`config.mk`:
```
export PLATFORM = sky130hd
export DESIGN_NAME = indent_aware_tokenizer
export DESIGN_NICKNAME = d
export VERILOG_FILES = /design/src/sv/iat_pkg.sv /design/src/sv/indent_aware_tokenizer.sv /design/src/sv/iat_front.sv /design/src/sv/iat_queue.sv /design/src/sv/iat_back.sv
export SDC_FILE = /design/constraint.sdc
export NUM_CORES = 2
export LEC_CHECK = 0
export BUFFER_PORTS_ARGS = -buffer_cell sky130_fd_sc_hd__buf_2
export CELL_PAD_IN_SITES_DETAIL_PLACEMENT = 1
export CELL_PAD_IN_SITES_GLOBAL_PLACEMENT = 1
export CORE_ASPECT_RATIO = 2
export CORE_MARGIN = 2
export CORE_UTILIZATION = 40
export DETAILED_ROUTE_END_ITERATION = 7
export PLACE_DENSITY_LB_ADDON = 0.15
export SETUP_SLACK_MARGIN = 0.1
export SLEW_MARGIN = 5
export SYNTH_ARGS = -nofsm -noshare
export SYNTH_HDL_FRONTEND = slang
export SYNTH_HIERARCHICAL = 1
export SYNTH_SLANG_ARGS = --single-unit
```
`constraint.sdc`:
```
create_clock -name i_clk -period 29.9 [get_ports i_clk]
set_input_delay 2.99 -clock i_clk [delete_from_list [all_inputs] [get_ports i_clk]]
set_output_delay 2.99 -clock i_clk [all_outputs]
set_load 0.01 [all_outputs]
```
`src/sv/iat_pkg.sv`:
```
// shared types, token codes and character class helpers for the tokenizer
// no dependencies
package iat_pkg;

    localparam int OFFSET_BITS = 20;
    localparam int LEN_BITS    = OFFSET_BITS + 1;
    localparam int INDENT_BITS = 20;
    localparam int QUEUE_DEPTH = 4;
    localparam int QPTR_BITS   = $clog2(QUEUE_DEPTH);
    localparam logic [62:0] INT_MAX63 = {63{1'b1}};
    localparam logic [INDENT_BITS-1:0] INDENT_MAX = {INDENT_BITS{1'b1}};
    localparam logic [3:0] TAB_RESET = 4'd4;

    typedef enum logic [3:0] {
        K_EOF    = 4'd0,
        K_NLSEMI = 4'd1,
        K_UNDER  = 4'd2,
        K_BSLASH = 4'd3,
        K_COMMA  = 4'd4,
        K_LPAREN = 4'd5,
        K_SEMI   = 4'd6,
        K_RPAREN = 4'd7,
        K_ARROW  = 4'd8,
        K_SYMBOL = 4'd9,
        K_INT    = 4'd10,
        K_COLON  = 4'd11,
        K_EQUALS = 4'd12,
        K_ERROR  = 4'd13
    } t_kind;

    typedef enum logic [1:0] {
        M_IDLE  = 2'd0,
        M_SYM   = 2'd1,
        M_INT   = 2'd2,
        M_MINUS = 2'd3
    } t_mode;

    typedef struct packed {
        t_kind                 kind;
        logic [62:0]           ival;
        logic                  ovf;
        logic [OFFSET_BITS-1:0] start;
        logic [LEN_BITS-1:0]   len;
        logic [7:0]            ech;
    } t_tok;

    // up to three tokens caused by one input word
    typedef struct packed {
        logic [1:0] cnt;
        t_tok [2:0] tok;
    } t_rec;

    typedef struct packed {
        t_mode                  mode;
        logic [OFFSET_BITS-1:0] pos;
        logic [OFFSET_BITS-1:0] tstart;
        logic [62:0]            acc;
        logic                   aovf;
        logic [INDENT_BITS-1:0] base;
        logic [INDENT_BITS-1:0] ind;
        logic                   sawnl;
        logic [OFFSET_BITS-1:0] nloff;
        logic                   awf;
    } t_lex;

    typedef struct packed {
        t_lex s;
        t_rec r;
    } t_work;

    function automatic logic is_letter(input logic [7:0] c);
        return (c >= 8'h61 && c <= 8'h7A) || (c >= 8'h41 && c <= 8'h5A);
    endfunction

    function automatic logic is_digit(input logic [7:0] c);
        return c >= 8'h30 && c <= 8'h39;
    endfunction

    function automatic t_kind punct_kind(input logic [7:0] c);
        t_kind k;
        unique case (c)
            8'h5F:   k = K_UNDER;
            8'h5C:   k = K_BSLASH;
            8'h2C:   k = K_COMMA;
            8'h28:   k = K_LPAREN;
            8'h3B:   k = K_SEMI;
            8'h29:   k = K_RPAREN;
            8'h3A:   k = K_COLON;
            8'h3D:   k = K_EQUALS;
            default: k = K_EOF;
        endcase
        return k;
    endfunction

    function automatic t_lex lex_init();
        t_lex s;
        s = '0;
        s.mode = M_IDLE;
        s.awf  = 1'b1;
        return s;
    endfunction

endpackage

```
`src/sv/indent_aware_tokenizer.sv`:
```
// top level of the indentation-aware tokenizer
// depends on iat_pkg, iat_front, iat_queue, iat_back
//
// channel   dir  fields
// s_axis    in   tdata[7:0] char_byte, tuser has_byte, tlast end_of_file
// m_axis    out  tdata int_value..error_char, tuser token_kind, tlast last_of_run
// cfg       in   i_cfg_data tab_width
//
// one input word per cycle; the front end lexes each byte combinationally
// and writes up to three tokens as one record into a four-entry queue. the back
// end sends one token per cycle unless stalled, so bursts of multi-token words
// fill the queue and then s_axis_tready drops until the back end frees a slot.
// synchronous active-low reset returns to the start-of-file state, tab width 4.
module indent_aware_tokenizer (
    input  logic         i_clk,
    input  logic         i_rst_n,
    input  logic         s_axis_tvalid,
    output logic         s_axis_tready,
    input  logic [7:0]   s_axis_tdata,   // char_byte[7:0]
    input  logic         s_axis_tuser,   // has_byte
    input  logic         s_axis_tlast,   // end_of_file
    output logic         m_axis_tvalid,
    input  logic         m_axis_tready,
    // int_value[62:0], int_overflow[63], start_offset[83:64],
    // token_length[104:84], error_char[112:105], zero pad
    output logic [119:0] m_axis_tdata,
    output logic [3:0]   m_axis_tuser,   // token_kind
    output logic         m_axis_tlast,   // last_of_run
    input  logic         i_cfg_valid,
    output logic         o_cfg_ready,
    input  logic [3:0]   i_cfg_data
);
    import iat_pkg::*;

    logic take, push, full, qvalid, pop;
    t_rec rec, head;
    t_tok tok;

    assign s_axis_tready = !full;
    assign take          = s_axis_tvalid && !full;
    assign o_cfg_ready   = 1'b1;

    iat_front u_front (
        .i_clk      (i_clk),
        .i_rst_n    (i_rst_n),
        .i_take     (take),
        .i_char     (s_axis_tdata),
        .i_has_byte (s_axis_tuser),
        .i_eof      (s_axis_tlast),
        .i_cfg_we   (i_cfg_valid),
        .i_cfg_data (i_cfg_data),
        .o_push     (push),
        .o_rec      (rec)
    );

    iat_queue u_queue (
        .i_clk   (i_clk),
        .i_rst_n (i_rst_n),
        .i_push  (push),
        .i_rec   (rec),
        .i_pop   (pop),
        .o_full  (full),
        .o_valid (qvalid),
        .o_head  (head)
    );

    iat_back u_back (
        .i_clk   (i_clk),
        .i_rst_n (i_rst_n),
        .i_valid (qvalid),
        .i_head  (head),
        .o_pop   (pop),
        .i_ready (m_axis_tready),
        .o_valid (m_axis_tvalid),
        .o_tok   (tok),
        .o_last  (m_axis_tlast)
    );

    // pack the result word
    assign m_axis_tuser = tok.kind;
    assign m_axis_tdata = {7'd0, tok.ech, tok.len, tok.start, tok.ovf, tok.ival};

endmodule

```
`src/sv/iat_front.sv`:
```
// front end: lexer state, classifies each byte and builds its token record
// depends on iat_pkg
module iat_front (
    input  logic        i_clk,
    input  logic        i_rst_n,
    input  logic        i_take,
    input  logic [7:0]  i_char,
    input  logic        i_has_byte,
    input  logic        i_eof,
    input  logic        i_cfg_we,
    input  logic [3:0]  i_cfg_data,
    output logic        o_push,
    output iat_pkg::t_rec o_rec
);
    import iat_pkg::*;

    t_lex       r_lex, n_lex;
    logic [3:0] r_tab;

    function automatic t_work put(input t_work w, input t_kind k, input logic [62:0] iv,
                                  input logic ov, input logic [OFFSET_BITS-1:0] st,
                                  input logic [LEN_BITS-1:0] ln, input logic [7:0] ec);
        t_work o;
        o = w;
        if (w.r.cnt != 2'd3) begin
            o.r.tok[w.r.cnt] = '{kind: k, ival: iv, ovf: ov, start: st, len: ln, ech: ec};
            o.r.cnt = w.r.cnt + 2'd1;
        end
        return o;
    endfunction

    function automatic t_work error_at(input t_work w, input logic [OFFSET_BITS-1:0] off,
                                       input logic [7:0] c);
        t_work o;
        o = w;
        if (o.s.awf) o.s.base = '0;
        o = put(o, K_ERROR, '0, 1'b0, off, LEN_BITS'(1), c);
        o.s.ind   = '0;
        o.s.sawnl = 1'b0;
        return o;
    endfunction

    function automatic t_work commit_first(input t_work w);
        t_work o;
        o = w;
        if (o.s.awf) begin
            o.s.base = o.s.ind;
            o.s.awf  = 1'b0;
        end
        o.s.ind   = '0;
        o.s.sawnl = 1'b0;
        return o;
    endfunction

    function automatic t_work finish(input t_work w, input logic [OFFSET_BITS-1:0] e);
        t_work o;
        logic [OFFSET_BITS-1:0] ln;
        o  = w;
        ln = e - o.s.tstart;
        unique case (o.s.mode)
            M_SYM:   o = put(o, K_SYMBOL, '0, 1'b0, o.s.tstart, LEN_BITS'(ln), '0);
            M_INT:   o = put(o, K_INT, o.s.acc, o.s.aovf, o.s.tstart, LEN_BITS'(ln), '0);
            M_MINUS: o = error_at(o, o.s.tstart, 8'h2D);
            default: ;
        endcase
        o.s.mode  = M_IDLE;
        o.s.ind   = '0;
        o.s.sawnl = 1'b0;
        return o;
    endfunction

    function automatic logic [INDENT_BITS-1:0] add_ind(input logic [INDENT_BITS-1:0] a,
                                                      input logic [3:0] n);
        logic [INDENT_BITS:0] s;
        s = {1'b0, a} + (INDENT_BITS+1)'(n);
        return s[INDENT_BITS] ? INDENT_MAX : s[INDENT_BITS-1:0];
    endfunction

    // per-byte lexing, follows the token rules step by step
    always_comb begin
        t_work w;
        logic  done;
        logic [OFFSET_BITS-1:0] p;
        logic [66:0] prod;
        t_kind pk;
        w.s  = r_lex;
        w.r  = '0;
        done = 1'b0;
        p    = r_lex.pos;
        prod = '0;
        pk   = punct_kind(i_char);
        if (i_has_byte) begin
            unique case (w.s.mode)
                M_SYM: begin
                    if (is_letter(i_char) || is_digit(i_char) || i_char == 8'h5F) done = 1'b1;
                    else w = finish(w, p);
                end
                M_INT: begin
                    if (is_digit(i_char)) begin
                        prod = ({4'b0, w.s.acc} << 3) + ({4'b0, w.s.acc} << 1)
                             + 67'(i_char - 8'h30);
                        if (w.s.aovf || prod > {4'b0, INT_MAX63}) begin
                            w.s.acc  = INT_MAX63;
                            w.s.aovf = 1'b1;
                        end else begin
                            w.s.acc = prod[62:0];
                        end
                        done = 1'b1;
                    end else begin
                        w = finish(w, p);
                    end
                end
                M_MINUS: begin
                    if (i_char == 8'h3E) begin
                        w = commit_first(w);
                        w = put(w, K_ARROW, '0, 1'b0, w.s.tstart, LEN_BITS'(2), '0);
                        w.s.mode = M_IDLE;
                        done = 1'b1;
                    end else begin
                        w = finish(w, p);
                    end
                end
                default: ;
            endcase
            if (!done) begin
                if (i_char == 8'h20 || (i_char >= 8'h09 && i_char <= 8'h0D)) begin
                    if (i_char == 8'h0A) begin
                        w.s.sawnl = 1'b1;
                        w.s.nloff = p;
                        w.s.ind   = '0;
                    end else if (i_char == 8'h20) begin
                        w.s.ind = add_ind(w.s.ind, 4'd1);
                    end else begin
                        w.s.ind = add_ind(w.s.ind, r_tab);
                    end
                end else begin
                    if (w.s.sawnl && !w.s.awf && w.s.ind == w.s.base)
                        w = put(w, K_NLSEMI, '0, 1'b0, w.s.nloff, LEN_BITS'(1), '0);
                    w.s.sawnl = 1'b0;
                    if (pk != K_EOF) begin
                        w = commit_first(w);
                        w = put(w, pk, '0, 1'b0, p, LEN_BITS'(1), '0);
                    end else if (is_letter(i_char)) begin
                        w = commit_first(w);
                        w.s.mode   = M_SYM;
                        w.s.tstart = p;
                    end else if (is_digit(i_char)) begin
                        w = commit_first(w);
                        w.s.mode   = M_INT;
                        w.s.tstart = p;
                        w.s.acc    = 63'(i_char - 8'h30);
                        w.s.aovf   = 1'b0;
                    end else if (i_char == 8'h2D) begin
                        w.s.mode   = M_MINUS;
                        w.s.tstart = p;
                    end else begin
                        w = error_at(w, p, i_char);
                    end
                end
            end
            w.s.pos = p + OFFSET_BITS'(1);
        end
        if (i_eof) begin
            w = finish(w, w.s.pos);
            w = put(w, K_EOF, '0, 1'b0, w.s.pos, '0, '0);
            w.s = lex_init();
        end
        n_lex  = w.s;
        o_rec  = w.r;
        o_push = i_take && (w.r.cnt != 2'd0);
    end

    // lexer state and tab width
    always_ff @(posedge i_clk) begin
        if (!i_rst_n) begin
            r_lex <= lex_init();
            r_tab <= TAB_RESET;
        end else begin
            if (i_take) r_lex <= n_lex;
            if (i_cfg_we) r_tab <= i_cfg_data;
        end
    end

endmodule

```
`src/sv/iat_queue.sv`:
```
// short queue of token records between the front and back ends
// depends on iat_pkg
module iat_queue (
    input  logic          i_clk,
    input  logic          i_rst_n,
    input  logic          i_push,
    input  iat_pkg::t_rec i_rec,
    input  logic          i_pop,
    output logic          o_full,
    output logic          o_valid,
    output iat_pkg::t_rec o_head
);
    import iat_pkg::*;

    t_rec                 r_mem [QUEUE_DEPTH];
    logic [QPTR_BITS-1:0] r_wr, r_rd;
    logic [QPTR_BITS:0]   r_cnt;

    assign o_full  = (r_cnt == (QPTR_BITS+1)'(QUEUE_DEPTH));
    assign o_valid = (r_cnt != '0);
    assign o_head  = r_mem[r_rd];

    // storage, no reset needed
    always_ff @(posedge i_clk) begin
        if (i_push) r_mem[r_wr] <= i_rec;
    end

    // pointers and fill count
    always_ff @(posedge i_clk) begin
        if (!i_rst_n) begin
            r_wr  <= '0;
            r_rd  <= '0;
            r_cnt <= '0;
        end else begin
            if (i_push) r_wr <= r_wr + QPTR_BITS'(1);
            if (i_pop)  r_rd <= r_rd + QPTR_BITS'(1);
            r_cnt <= r_cnt + (QPTR_BITS+1)'(i_push) - (QPTR_BITS+1)'(i_pop);
        end
    end

endmodule

```
`src/sv/iat_back.sv`:
```
// back end: walks each record one token at a time into the output register
// depends on iat_pkg
module iat_back (
    input  logic          i_clk,
    input  logic          i_rst_n,
    input  logic          i_valid,
    input  iat_pkg::t_rec i_head,
    output logic          o_pop,
    input  logic          i_ready,
    output logic          o_valid,
    output iat_pkg::t_tok o_tok,
    output logic          o_last
);
    import iat_pkg::*;

    logic [1:0] r_sub, n_sub;
    logic       r_valid;
    t_tok       r_tok;
    logic       r_last;
    logic       take, last;

    // pick the next token of the head record
    always_comb begin
        take  = i_valid && (!r_valid || i_ready);
        last  = (r_sub == i_head.cnt - 2'd1);
        o_pop = take && last;
        n_sub = r_sub;
        if (take) n_sub = last ? 2'd0 : r_sub + 2'd1;
    end

    // output register
    always_ff @(posedge i_clk) begin
        if (!i_rst_n) begin
            r_sub   <= '0;
            r_valid <= 1'b0;
        end else begin
            r_sub <= n_sub;
            if (take) r_valid <= 1'b1;
            else if (i_ready) r_valid <= 1'b0;
        end
        if (take) begin
            r_tok  <= i_head.tok[r_sub];
            r_last <= last;
        end
    end

    assign o_valid = r_valid;
    assign o_tok   = r_tok;
    assign o_last  = r_last;

endmodule
```
==> key figures <==
Setup path
  – Critical path launch point type: input pin
  – CP Capture Type: flop
  – Arrival time at the worst endpoint: ~11 ns
  – Critical path class: in -> reg
  – Worst Path Required: around 30 ns
  – Critical path peak fanout: between 100 and 150

Clock tree
  – Cts hold-fix bufs: 0
  – Total CTS buffers: 165
  – CTS tree: yes
  – Max clock buf depth: 4
  – PostCTS Resize Cnt: 0
  – Clk pin slew, worst setup/hold paths: 0.06 ns
  – Root Buffer: clkbuf_16
  – CTS Sinks: between 1500 and 2000
  – H-tree depth: 4
  – Clk_lat worst skew: 0.85 ns
  – # Post-CTS Setup Buffers: 0

Final layout
  – Area delta synth->final: 10.1%
  – Commonest non-fill, non-tap cells in the layout: edfxtp_1, nand2_1, o21ai_0
  – Layout cell share with drive strength beyond 1: 16.4%
  – Final core utilization: 44.3%
  – Post-route cell area: 0.0885 mm²
  – Final net count: 5893
  – Leading cell type in the layout, fill and taps excluded: edfxtp_1

Synthesis
  – Dominant cells by area after synthesis: edfxtp_1, mux4_2, dfxtp_1
  – Yosys warns: 6
  – Number of synthesized flops with an enable pin: 1530
  – Yosys top cell by area: edfxtp_1
  – Seq cells post-synth: approximately 1700
  – Top_reg_cell synth: edfxtp_1
  – Synth cell types: ~110
  – Share of the synthesized area in the top cell type: 57.2%
  – FFs w/ async S/R, synth: 0%
  – Mapped Cells: 5643
  – Cell area after synthesis: 0.0804 mm²
  – Syn Area/Cell: 14.2 µm²
  – Register area share after synthesis: about three fifths

Die
  – Rows: approximately 230
  – Die Ht: between 600 and 700 µm
  – Die width: 321 µm
  – Initial core utilization: between 40% and 50%
  – Total core area: 0.200 mm²
  – I/O pin count: around 150
  – Die Area: 0.205 mm²

Timing
  – Final setup viols: 0
  – Achievable frequency: ~93 MHz
  – Final Hold Fails: 0
  – Slew @ Worst Pin: 1.32 ns
  – Min cycle time layout: 10.76 ns
  – Final Max Tran Viols: 0
  – Unrepaired setup endpoints after global routing: no
  – Setup TNS: 0 ns
  – Max_slew headroom: between 10% and 20%
  – Fin crit share: a little over a third
  – Clk_skew: 0.0684 ns
  – Final worst setup slack: 19.14 ns

Global routing
  – Initial antenna violation count: 14
  – Largest net degree at the start of global routing: 112
  – First-pass GRT wire length: 382000 µm
  – Total track usage: 25.6%
  – Grt ovf: 0
  – Number of global-route vias before repair: about 54000

Hold path
  – Hold WC Path Type: reg -> reg

Place
  – Pre-CTS WS: 18.10 ns
  – DPL Wire Length: 179000 µm
  – RePlAce Congestion: 0.939
  – Placed Area: 0.0835 mm²
  – Port Buffers: 138

Route
  – Post-route ant nets: 0
  – Avg WL per Cell: 31.4 µm
  – Pre-antenna DRT Iters: 5
  – Vias per cell: 6.02
  – Routed WL: 263000 µm
  – Vias post-DR: 50440
  – DR iter-0 viols: 3500
  – Residual DRC count: 0

Power
  – Cell leakage power: 29.9 nW
  – Power per standard cell area: around 73 mW/mm²
  – Worst VDD drop: 0.0000765 V

Job
  – Number of max-cap violations: 0

Outcome
  – Status: completed
## metrics by stage
step	hold WS, ns	std cells	total power, mW
6_report	0.486	8382	6.45
5_1_grt	0.514	8375	6.70
4_1_cts	0.496	8374	6.57
3_5_place_dp	0.490	8088	4.54
3_3_place_gp	0.472	8088	4.52
2_1_floorplan	0.448	5657	4.03
## cell usage after synthesis (64+ instances only)
library cell,n
mux4_2,353
dfxtp_1,184
edfxtp_1,1530
nand3_1,92
a21boi_0,70
a21oi_1,320
o21ai_0,378
buf_2,109
a22o_1,72
nor2_1,248
ha_1,127
xnor2_1,87
mux2i_1,136
clkbuf_1,207
nor2b_1,72
inv_1,108
nand2_1,449
and2_1,64
fa_1,66
## cell type report
class                   count  area (µm²)
flip-flops and latches   1714       49600
well taps                2574        3220
inverters                 113         424
multi-input cells        3433       28600
fillers                 19959      111000
clock buffers             208        4360
clock inverters            78         634
repair buffers            254        1610
diodes                      8        20.0
## critical path, cell delays in order
cell and delay (ns):
buf_2 0.23, inv_1 0.12, ha_1 0.28, nor2b_1 0.17, o221ai_2 0.24, a21oi_2 0.16
o31ai_4 0.24, buf_4 0.52, inv_2 0.13, buf_4 0.32, xnor2_1 0.20, a22oi_1 0.16
o21bai_1 0.07, or4_1 0.53, inv_2 0.16, ha_1 0.31, a311oi_2 0.10, a2111oi_4 0.71
o31a_1 0.50, and2_4 0.62, buf_4 0.77, buf_12 0.47, buf_4 0.89
## layer usage
metal | routed length (µm) | track usage [%] | up-vias
li1 | - | - | 22079
met1 | 88700 | 25.9 | 26596
met2 | 147000 | 49.4 | 1162
met3 | 8330 | 2.60 | 599
met4 | 19500 | 16.2 | 4
met5 | 27 | 0 | -
## final timing paths
kind | depth (start not counted) | slack (ns) | endpoint | startpoint
worst max-delay path | 23 | 19.14 | u_queue/r_mem[1][210] | s_axis_tdata[4]
worst min-delay path | 2 | 0.49 | u_front/r_lex[23] | u_front/r_lex[23]
worst max register to register | 18 | 21.61 | u_queue/r_mem[1][210] | u_front/r_lex[166]
worst min register to register | 2 | 0.49 | u_front/r_lex[23] | u_front/r_lex[23]
## report_power, final
| part | switching (mW) | total [mW] | internal [mW] | leakage [nW] |
|---|---|---|---|---|
| clock network | 0.906 | 2.02 | 1.11 | 2.43 |
| logic | 0.884 | 1.42 | 0.536 | 10.9 |
| registers | 0.0935 | 3.02 | 2.92 | 16.6 |
| total | 1.88 | 6.45 | 4.57 | 29.9 |
## sequential cells by signal, indices dropped and copies added (netlist names), named ones only
| name | flops |
|---|---|
| u_front/r_tab | 4 |
| u_queue/r_rd | 2 |
| u_back/r_sub | 2 |
| u_back/o_tok | 117 |
| u_back/o_valid | 1 |
| u_front/r_lex | 168 |
| u_queue/r_wr | 2 |
| u_queue/r_cnt | 3 |
| u_queue/r_mem | 1412 |
| u_back/o_last | 1 |
## kinds of logic after synthesis
group / count (synthesis) / share of synthesized area (%)
xor gates and xnor gates: 150 / 1.67
muxes: 489 / 11.6
buffers and inverters: 510 / 2.89
and+or+nand+nor: 1182 / 7.04
AOI/OAI and AO/OA: 1402 / 11.4
DFF: 1714 / 61.7
adders and majority gates: 193 / 3.62
other: 3 / 0.0140
(Power assumes the default switching activity.)
